===== src/design/tcw_pkg.sv =====
// ----------------------------------------------------------------------------
// tcw_pkg
// Shared types, codes and constants of the text console character writer.
// ----------------------------------------------------------------------------
`default_nettype none

package tcw_pkg;

  localparam int COLUMNS_DEF = 80;
  localparam int ROWS_DEF    = 25;

  localparam int CHAR_W     = 8;
  localparam int ATTR_W     = 8;
  localparam int TAB_W      = 5;
  localparam int IDX_W      = 11;
  localparam int COL_OUT_W  = 7;
  localparam int ROW_OUT_W  = 5;
  localparam int CELL_W     = CHAR_W + ATTR_W;
  localparam int CFG_IDX_W  = 2;
  localparam int CFG_DATA_W = 8;

  localparam logic [CHAR_W-1:0] CH_BS  = 8'd8;
  localparam logic [CHAR_W-1:0] CH_TAB = 8'd9;
  localparam logic [CHAR_W-1:0] CH_NL  = 8'd10;
  localparam logic [CHAR_W-1:0] CH_CR  = 8'd13;

  localparam logic [ATTR_W-1:0] RST_TEXT_ATTR  = 8'd7;
  localparam logic [TAB_W-1:0]  RST_TAB_SIZE   = 5'd4;
  localparam logic [ATTR_W-1:0] RST_BLANK_ATTR = 8'd7;
  localparam logic [CELL_W-1:0] RST_CELL       = {RST_BLANK_ATTR, 8'h00};

  typedef enum logic [CFG_IDX_W-1:0] {
    REG_TEXT_ATTR  = 2'd0,
    REG_TAB_SIZE   = 2'd1,
    REG_BLANK_ATTR = 2'd2
  } reg_idx_t;

  typedef enum logic [3:0] {
    S_CLEAR,
    S_IDLE,
    S_DISPATCH,
    S_READ,
    S_PUT,
    S_TAB_DIV,
    S_TAB_APPLY,
    S_BS_ERASE,
    S_BS_WRAP,
    S_SCAN_RD,
    S_SCAN_CHK,
    S_SCR_COPY,
    S_SCR_DRAIN,
    S_SCR_FILL,
    S_FINISH
  } state_t;

  typedef enum logic [2:0] {
    COL_HOLD, COL_ZERO, COL_INC, COL_DEC, COL_LAST, COL_TAB
  } col_op_t;

  typedef enum logic [1:0] {
    ROW_HOLD, ROW_INC, ROW_DEC, ROW_LAST
  } row_op_t;

  typedef enum logic [2:0] {
    PTR_HOLD, PTR_CELL, PTR_PREV, PTR_INC, PTR_DEC, PTR_SRC
  } ptr_op_t;

  typedef enum logic [2:0] {
    MEM_NONE, MEM_RD_IDX, MEM_RD_PTR, MEM_COPY,
    MEM_WR_CHAR, MEM_WR_BLANK, MEM_WR_FILL, MEM_WR_CLEAR
  } mem_op_t;

  typedef struct packed {
    logic [ATTR_W-1:0] text_attr;
    logic [TAB_W-1:0]  tab_size;
    logic [ATTR_W-1:0] blank_attr;
  } cfg_t;

  typedef struct packed {
    logic    load;
    col_op_t col_op;
    row_op_t row_op;
    ptr_op_t ptr_op;
    mem_op_t mem_op;
    logic    div_init;
    logic    div_step;
    logic    dst_zero;
    logic    sc_set;
    logic    out_load;
  } cmd_t;

  typedef struct packed {
    logic              is_read;
    logic [CHAR_W-1:0] chr;
    logic              col_zero;
    logic              row_zero;
    logic              row_last;
    logic              idx_ok;
    logic              put_wrap;
    logic              tab_wrap;
    logic              div_last;
    logic              scan_hit;
    logic              ptr_last;
    logic              dst_last;
  } status_t;

endpackage

`default_nettype wire


===== src/design/tcw_ctrl.sv =====
// ----------------------------------------------------------------------------
// tcw_ctrl
// Sequencer of the console writer: decodes each item and steps the datapath.
// ----------------------------------------------------------------------------
`default_nettype none

module tcw_ctrl (
  input  logic             clk,
  input  logic             rst_n,
  input  logic             in_valid,
  output logic             in_ready,
  output logic             out_valid,
  input  logic             out_ready,
  input  tcw_pkg::status_t status,
  output tcw_pkg::cmd_t    cmd
);
  import tcw_pkg::*;

  state_t state_r, state_nxt;
  logic   out_valid_r, out_valid_nxt;
  logic   slot_free;

  assign slot_free = !out_valid_r || out_ready;
  assign out_valid = out_valid_r;

  always_ff @(posedge clk) begin
    if (!rst_n) begin
      state_r     <= S_CLEAR;
      out_valid_r <= 1'b0;
    end else begin
      state_r     <= state_nxt;
      out_valid_r <= out_valid_nxt;
    end
  end

  always_comb begin
    out_valid_nxt = out_valid_r;
    if (cmd.out_load) begin
      out_valid_nxt = 1'b1;
    end else if (out_ready) begin
      out_valid_nxt = 1'b0;
    end
  end

  // next state
  always_comb begin
    state_nxt = state_r;
    unique case (state_r)
      S_CLEAR: begin
        if (status.dst_last) state_nxt = S_IDLE;
      end
      S_IDLE: begin
        if (in_valid) state_nxt = S_DISPATCH;
      end
      S_DISPATCH: begin
        if (status.is_read) begin
          state_nxt = status.idx_ok ? S_READ : S_FINISH;
        end else begin
          case (status.chr)
            CH_NL:  state_nxt = status.row_last ? S_SCR_COPY : S_FINISH;
            CH_CR:  state_nxt = S_FINISH;
            CH_TAB: state_nxt = S_TAB_DIV;
            CH_BS: begin
              if (!status.col_zero) state_nxt = S_BS_ERASE;
              else if (status.row_zero) state_nxt = S_FINISH;
              else state_nxt = S_BS_WRAP;
            end
            default: state_nxt = S_PUT;
          endcase
        end
      end
      S_READ:      state_nxt = S_FINISH;
      S_PUT: begin
        state_nxt = (status.put_wrap && status.row_last) ? S_SCR_COPY : S_FINISH;
      end
      S_TAB_DIV: begin
        if (status.div_last) state_nxt = S_TAB_APPLY;
      end
      S_TAB_APPLY: begin
        state_nxt = (status.tab_wrap && status.row_last) ? S_SCR_COPY : S_FINISH;
      end
      S_BS_ERASE:  state_nxt = S_FINISH;
      S_BS_WRAP:   state_nxt = S_SCAN_RD;
      S_SCAN_RD:   state_nxt = S_SCAN_CHK;
      S_SCAN_CHK: begin
        state_nxt = (status.scan_hit || status.col_zero) ? S_FINISH : S_SCAN_RD;
      end
      S_SCR_COPY: begin
        if (status.ptr_last) state_nxt = S_SCR_DRAIN;
      end
      S_SCR_DRAIN: state_nxt = S_SCR_FILL;
      S_SCR_FILL: begin
        if (status.dst_last) state_nxt = S_FINISH;
      end
      S_FINISH: begin
        if (slot_free) state_nxt = S_IDLE;
      end
      default: state_nxt = S_CLEAR;
    endcase
  end

  // outputs
  always_comb begin
    cmd      = '0;
    in_ready = 1'b0;
    unique case (state_r)
      S_CLEAR: cmd.mem_op = MEM_WR_CLEAR;
      S_IDLE: begin
        in_ready = 1'b1;
        cmd.load = in_valid;
      end
      S_DISPATCH: begin
        if (!status.is_read) begin
          case (status.chr)
            CH_NL: begin
              cmd.col_op = COL_ZERO;
              if (status.row_last) begin
                cmd.sc_set   = 1'b1;
                cmd.ptr_op   = PTR_SRC;
                cmd.dst_zero = 1'b1;
              end else begin
                cmd.row_op = ROW_INC;
              end
            end
            CH_CR:  cmd.col_op = COL_ZERO;
            CH_TAB: cmd.div_init = 1'b1;
            CH_BS: begin
              cmd.ptr_op = PTR_PREV;
              if (!status.col_zero) begin
                cmd.col_op = COL_DEC;
              end else if (!status.row_zero) begin
                cmd.col_op = COL_LAST;
                cmd.row_op = ROW_DEC;
              end
            end
            default: cmd.ptr_op = PTR_CELL;
          endcase
        end
      end
      S_READ: cmd.mem_op = MEM_RD_IDX;
      S_PUT: begin
        cmd.mem_op = MEM_WR_CHAR;
        if (status.put_wrap) begin
          cmd.col_op = COL_ZERO;
          if (status.row_last) begin
            cmd.sc_set   = 1'b1;
            cmd.ptr_op   = PTR_SRC;
            cmd.dst_zero = 1'b1;
          end else begin
            cmd.row_op = ROW_INC;
          end
        end else begin
          cmd.col_op = COL_INC;
        end
      end
      S_TAB_DIV: cmd.div_step = 1'b1;
      S_TAB_APPLY: begin
        if (status.tab_wrap) begin
          cmd.col_op = COL_ZERO;
          if (status.row_last) begin
            cmd.sc_set   = 1'b1;
            cmd.ptr_op   = PTR_SRC;
            cmd.dst_zero = 1'b1;
          end else begin
            cmd.row_op = ROW_INC;
          end
        end else begin
          cmd.col_op = COL_TAB;
        end
      end
      S_BS_ERASE: cmd.mem_op = MEM_WR_BLANK;
      S_BS_WRAP: begin
        cmd.mem_op = MEM_WR_BLANK;
        cmd.ptr_op = PTR_DEC;
        cmd.col_op = COL_DEC;
      end
      S_SCAN_RD: cmd.mem_op = MEM_RD_PTR;
      S_SCAN_CHK: begin
        if (status.scan_hit) begin
          cmd.col_op = COL_INC;
        end else if (!status.col_zero) begin
          cmd.col_op = COL_DEC;
          cmd.ptr_op = PTR_DEC;
        end
      end
      S_SCR_COPY: begin
        cmd.mem_op = MEM_COPY;
        cmd.ptr_op = PTR_INC;
      end
      S_SCR_DRAIN: cmd.mem_op = MEM_NONE;
      S_SCR_FILL:  cmd.mem_op = MEM_WR_FILL;
      S_FINISH:    cmd.out_load = slot_free;
      default:     cmd = '0;
    endcase
  end

endmodule

`default_nettype wire


===== config.mk =====
export PLATFORM = sky130hd
export DESIGN_NAME = tcw_ctrl
export DESIGN_NICKNAME = d
export VERILOG_FILES = /design/src/design/tcw_pkg.sv /design/src/design/tcw_ctrl.sv
export SDC_FILE = /design/constraint.sdc
export NUM_CORES = 1
export LEC_CHECK = 0
export BUFFER_PORTS_ARGS = -buffer_cell sky130_fd_sc_hd__buf_2
export CAP_MARGIN = 20
export CORE_ASPECT_RATIO = 0.6
export CORE_MARGIN = 5
export CORE_UTILIZATION = 41
export DETAILED_ROUTE_END_ITERATION = 10
export PLACE_DENSITY = 0.67
export SLEW_MARGIN = 5
export SYNTH_ARGS = -nofsm -noshare
export SYNTH_HDL_FRONTEND = slang
export SYNTH_SLANG_ARGS = --single-unit

===== constraint.sdc =====
create_clock -name clk -period 2.3 [get_ports clk]
set_input_delay 0.46 -clock clk [delete_from_list [all_inputs] [get_ports clk]]
set_output_delay 0.46 -clock clk [all_outputs]
set_load 0.03 [all_outputs]

==> results.ini <==
[worst_setup_path]
startpoint_type=register
cp.arrival_ns=1.85
critPathMaxFanout=6
critPathCaptureType=output port
critPathKind=register to output port
crit_required_ns=1.84

[timing]
relSlewSlack_pct=70.3
fin_crit_sh_pct=101
rsz0062_at_grt=yes
setup_violations=1
finalCriticalPeriod_ns=2.31
clock_skew_ns=0.00542
hold_viol_final=0
worst_pin_slew_ns=0.441
slew_viol_final=0
fmax_mhz=432
setup_ws_ns=-0.0140

[synthesis]
ys_types=48
synth-async-reset-ratio_pct=0
synth-edff-count=0
syn_inst=141
synth_top_area_share_pct=10.5
synth_flop_cell=dfxtp_1
synth_area_per_cell_um2=6.76
synth_nets=164
yosysSeqAreaShare_pct=10.5
synthesis.area_um2=953
synth_commonest_cells=nand2_1, nor2_1, nor2b_1
yosysTopAreaCell=dfxtp_1
synth_area_leaders=dfxtp_1, nor2b_1, nand2b_1
ys_ff_latch=5
yosys_warnings=0

[layout]
drive_gt1_share_pct=34.8
fillers=211
fin_nets=208
diodes=0
area_growth_pct=38.6

[power_and_ir_drop]
ir_drop_uv=400
power_density_nw_per_um2=971
totalPowerFinal_w=0.00128
power_leakage_nw=0.619

[die]
core_area_um2=2200
fp.dieH_um=47.4
die-area_um2=3420
std_cell_rows=13
die_x_um=72.3
start_util_pct=43.4
io_pins=42

[detailed_routing]
drt_iter0_drc=148
drc=0
viasPerCell=5.80
drt_first_pass_iters=5
vias=1241
detail-route-antenna-nets=0
wl_um=3210
wl_per_cell_um=15.0

[place]
gp_congestion=0.842
post-place-ws_ns=0.148
port-buffer-count=41
dpl.hpwl_um=2290

[clocking]
cts_buffers=3
insertion_delay_ns=0.22
cts_tree=yes
cts_hold_buf=0
cts_buffer_depth=2
cts_root_buffer=clkbuf_8
clkSlewWorstSetupHoldPaths_ns=0.04
h-tree-depth=1
cts_sinks=5

[global_route]
grt_pass1_vias=1049
grt_max_degree=26
grt-ovfl-total=0
grt_pass1_wl_um=4850
grt_use_total_pct=18.0
antenna_found_initial=0

[job]
drv_cap=0

[status]
violations=negative setup slack
status=finished with violations

[min_path]
min_path_type=input pin to register

## cell usage in the layout, fill, tap and decap left out, types with 3 or more instances in the layout
| cell type | count |
|---|---|
| nor2b_1 | 10 |
| buf_6 | 6 |
| nand3_1 | 3 |
| a21oi_1 | 7 |
| dfxtp_1 | 4 |
| o21ai_1 | 3 |
| inv_1 | 3 |
| o22ai_1 | 3 |
| nor3_1 | 3 |
| nand2b_1 | 8 |
| clkbuf_8 | 3 |
| buf_2 | 34 |
| nand2_1 | 13 |
| a211oi_1 | 3 |
| buf_4 | 10 |
| nor2_1 | 11 |
| and2_1 | 4 |
| o21ai_0 | 9 |
| a22o_1 | 5 |
## worst paths after layout
check	startpoint	slack, ns	end	cells past startpoint
setup reg to reg	state_r[3]	0.51	state_r[0]	6
hold reg to reg	out_valid	0.55	out_valid	2
hold / removal	rst_n	0.52	out_valid	2
setup / recovery	state_r[0]	-0.01	cmd[10]	6
## registers in the layout (all words and copies together) (netlist names)
| register | count |
|---|---|
| state_r | 4 |
| out_valid | 1 |
## final cells by class
| class | instances | area [um2] | area share [%] |
|---|---|---|---|
| Sequential cell | 5 | 101 | 7.67 |
| Tap cell | 30 | 37.5 | 2.84 |
| Timing Repair Buffer | 50 | 313 | 23.7 |
| Clock buffer | 4 | 45.0 | 3.41 |
| Inverter | 3 | 11.3 | 0.852 |
| Multi-Input combinational cell | 122 | 813 | 61.6 |
## through the flow
stage	setup TNS (ns)	util [%]	hold slack (ns)	area (um2)	cells
final	-0.0140	60.2	0.518	1320	214
after global routing	-0.290	60.2	0.521	1320	214
after CTS	-0.0289	58.3	0.513	1280	214
after detailed placement	0	54.6	0.539	1200	207
after global placement	0	54.6	0.521	1200	207
after floorplan	0	-	0.570	967	141
## kinds of logic after synthesis
| family | share of synthesized area [%] |
|---|---|
| flip-flops | 10.5 |
| AO/OA/AOI/OAI | 33.9 |
| AND/OR/NAND/NOR | 47.5 |
| buffers and inverters | 7.09 |
| multiplexers | 1.05 |
## per-layer routing
| metal | vias to the layer above | global-route usage, % | share of wire (%) |
|---|---|---|---|
| met5 | - | 0 | 0 |
| met2 | 54 | 28.2 | 46 |
| met1 | 566 | 26.0 | 46 |
| met3 | 0 | 3.85 | 7.7 |
| li1 | 621 | - | - |
| met4 | 0 | 2.25 | 0 |
## critical path: stages, from the launching register on
cell	delay, ns
dfxtp_2	0.31
or4b_4	0.58
nor2_8	0.14
and4_4	0.25
o21ai_1	0.11
nand2_1	0.10
buf_6	0.14
## repair_timing
action / in CTS / in global routing
pin swaps: 3 / 6
endpoints found under the setup margin: 6 / 8
buffers inserted: 3 / 0
resized for setup: 6 / 13
## where the power goes
part	total, W	switching [W]	leakage (nW)	internal, W
Combinational	0.000991	0.000617	0.555	0.000374
Clock	0.000164	0.0000448	0.0228	0.000119
Sequential	0.000127	0.0000128	0.0412	0.000114
Note: power is estimated with default switching activity, not from simulation.
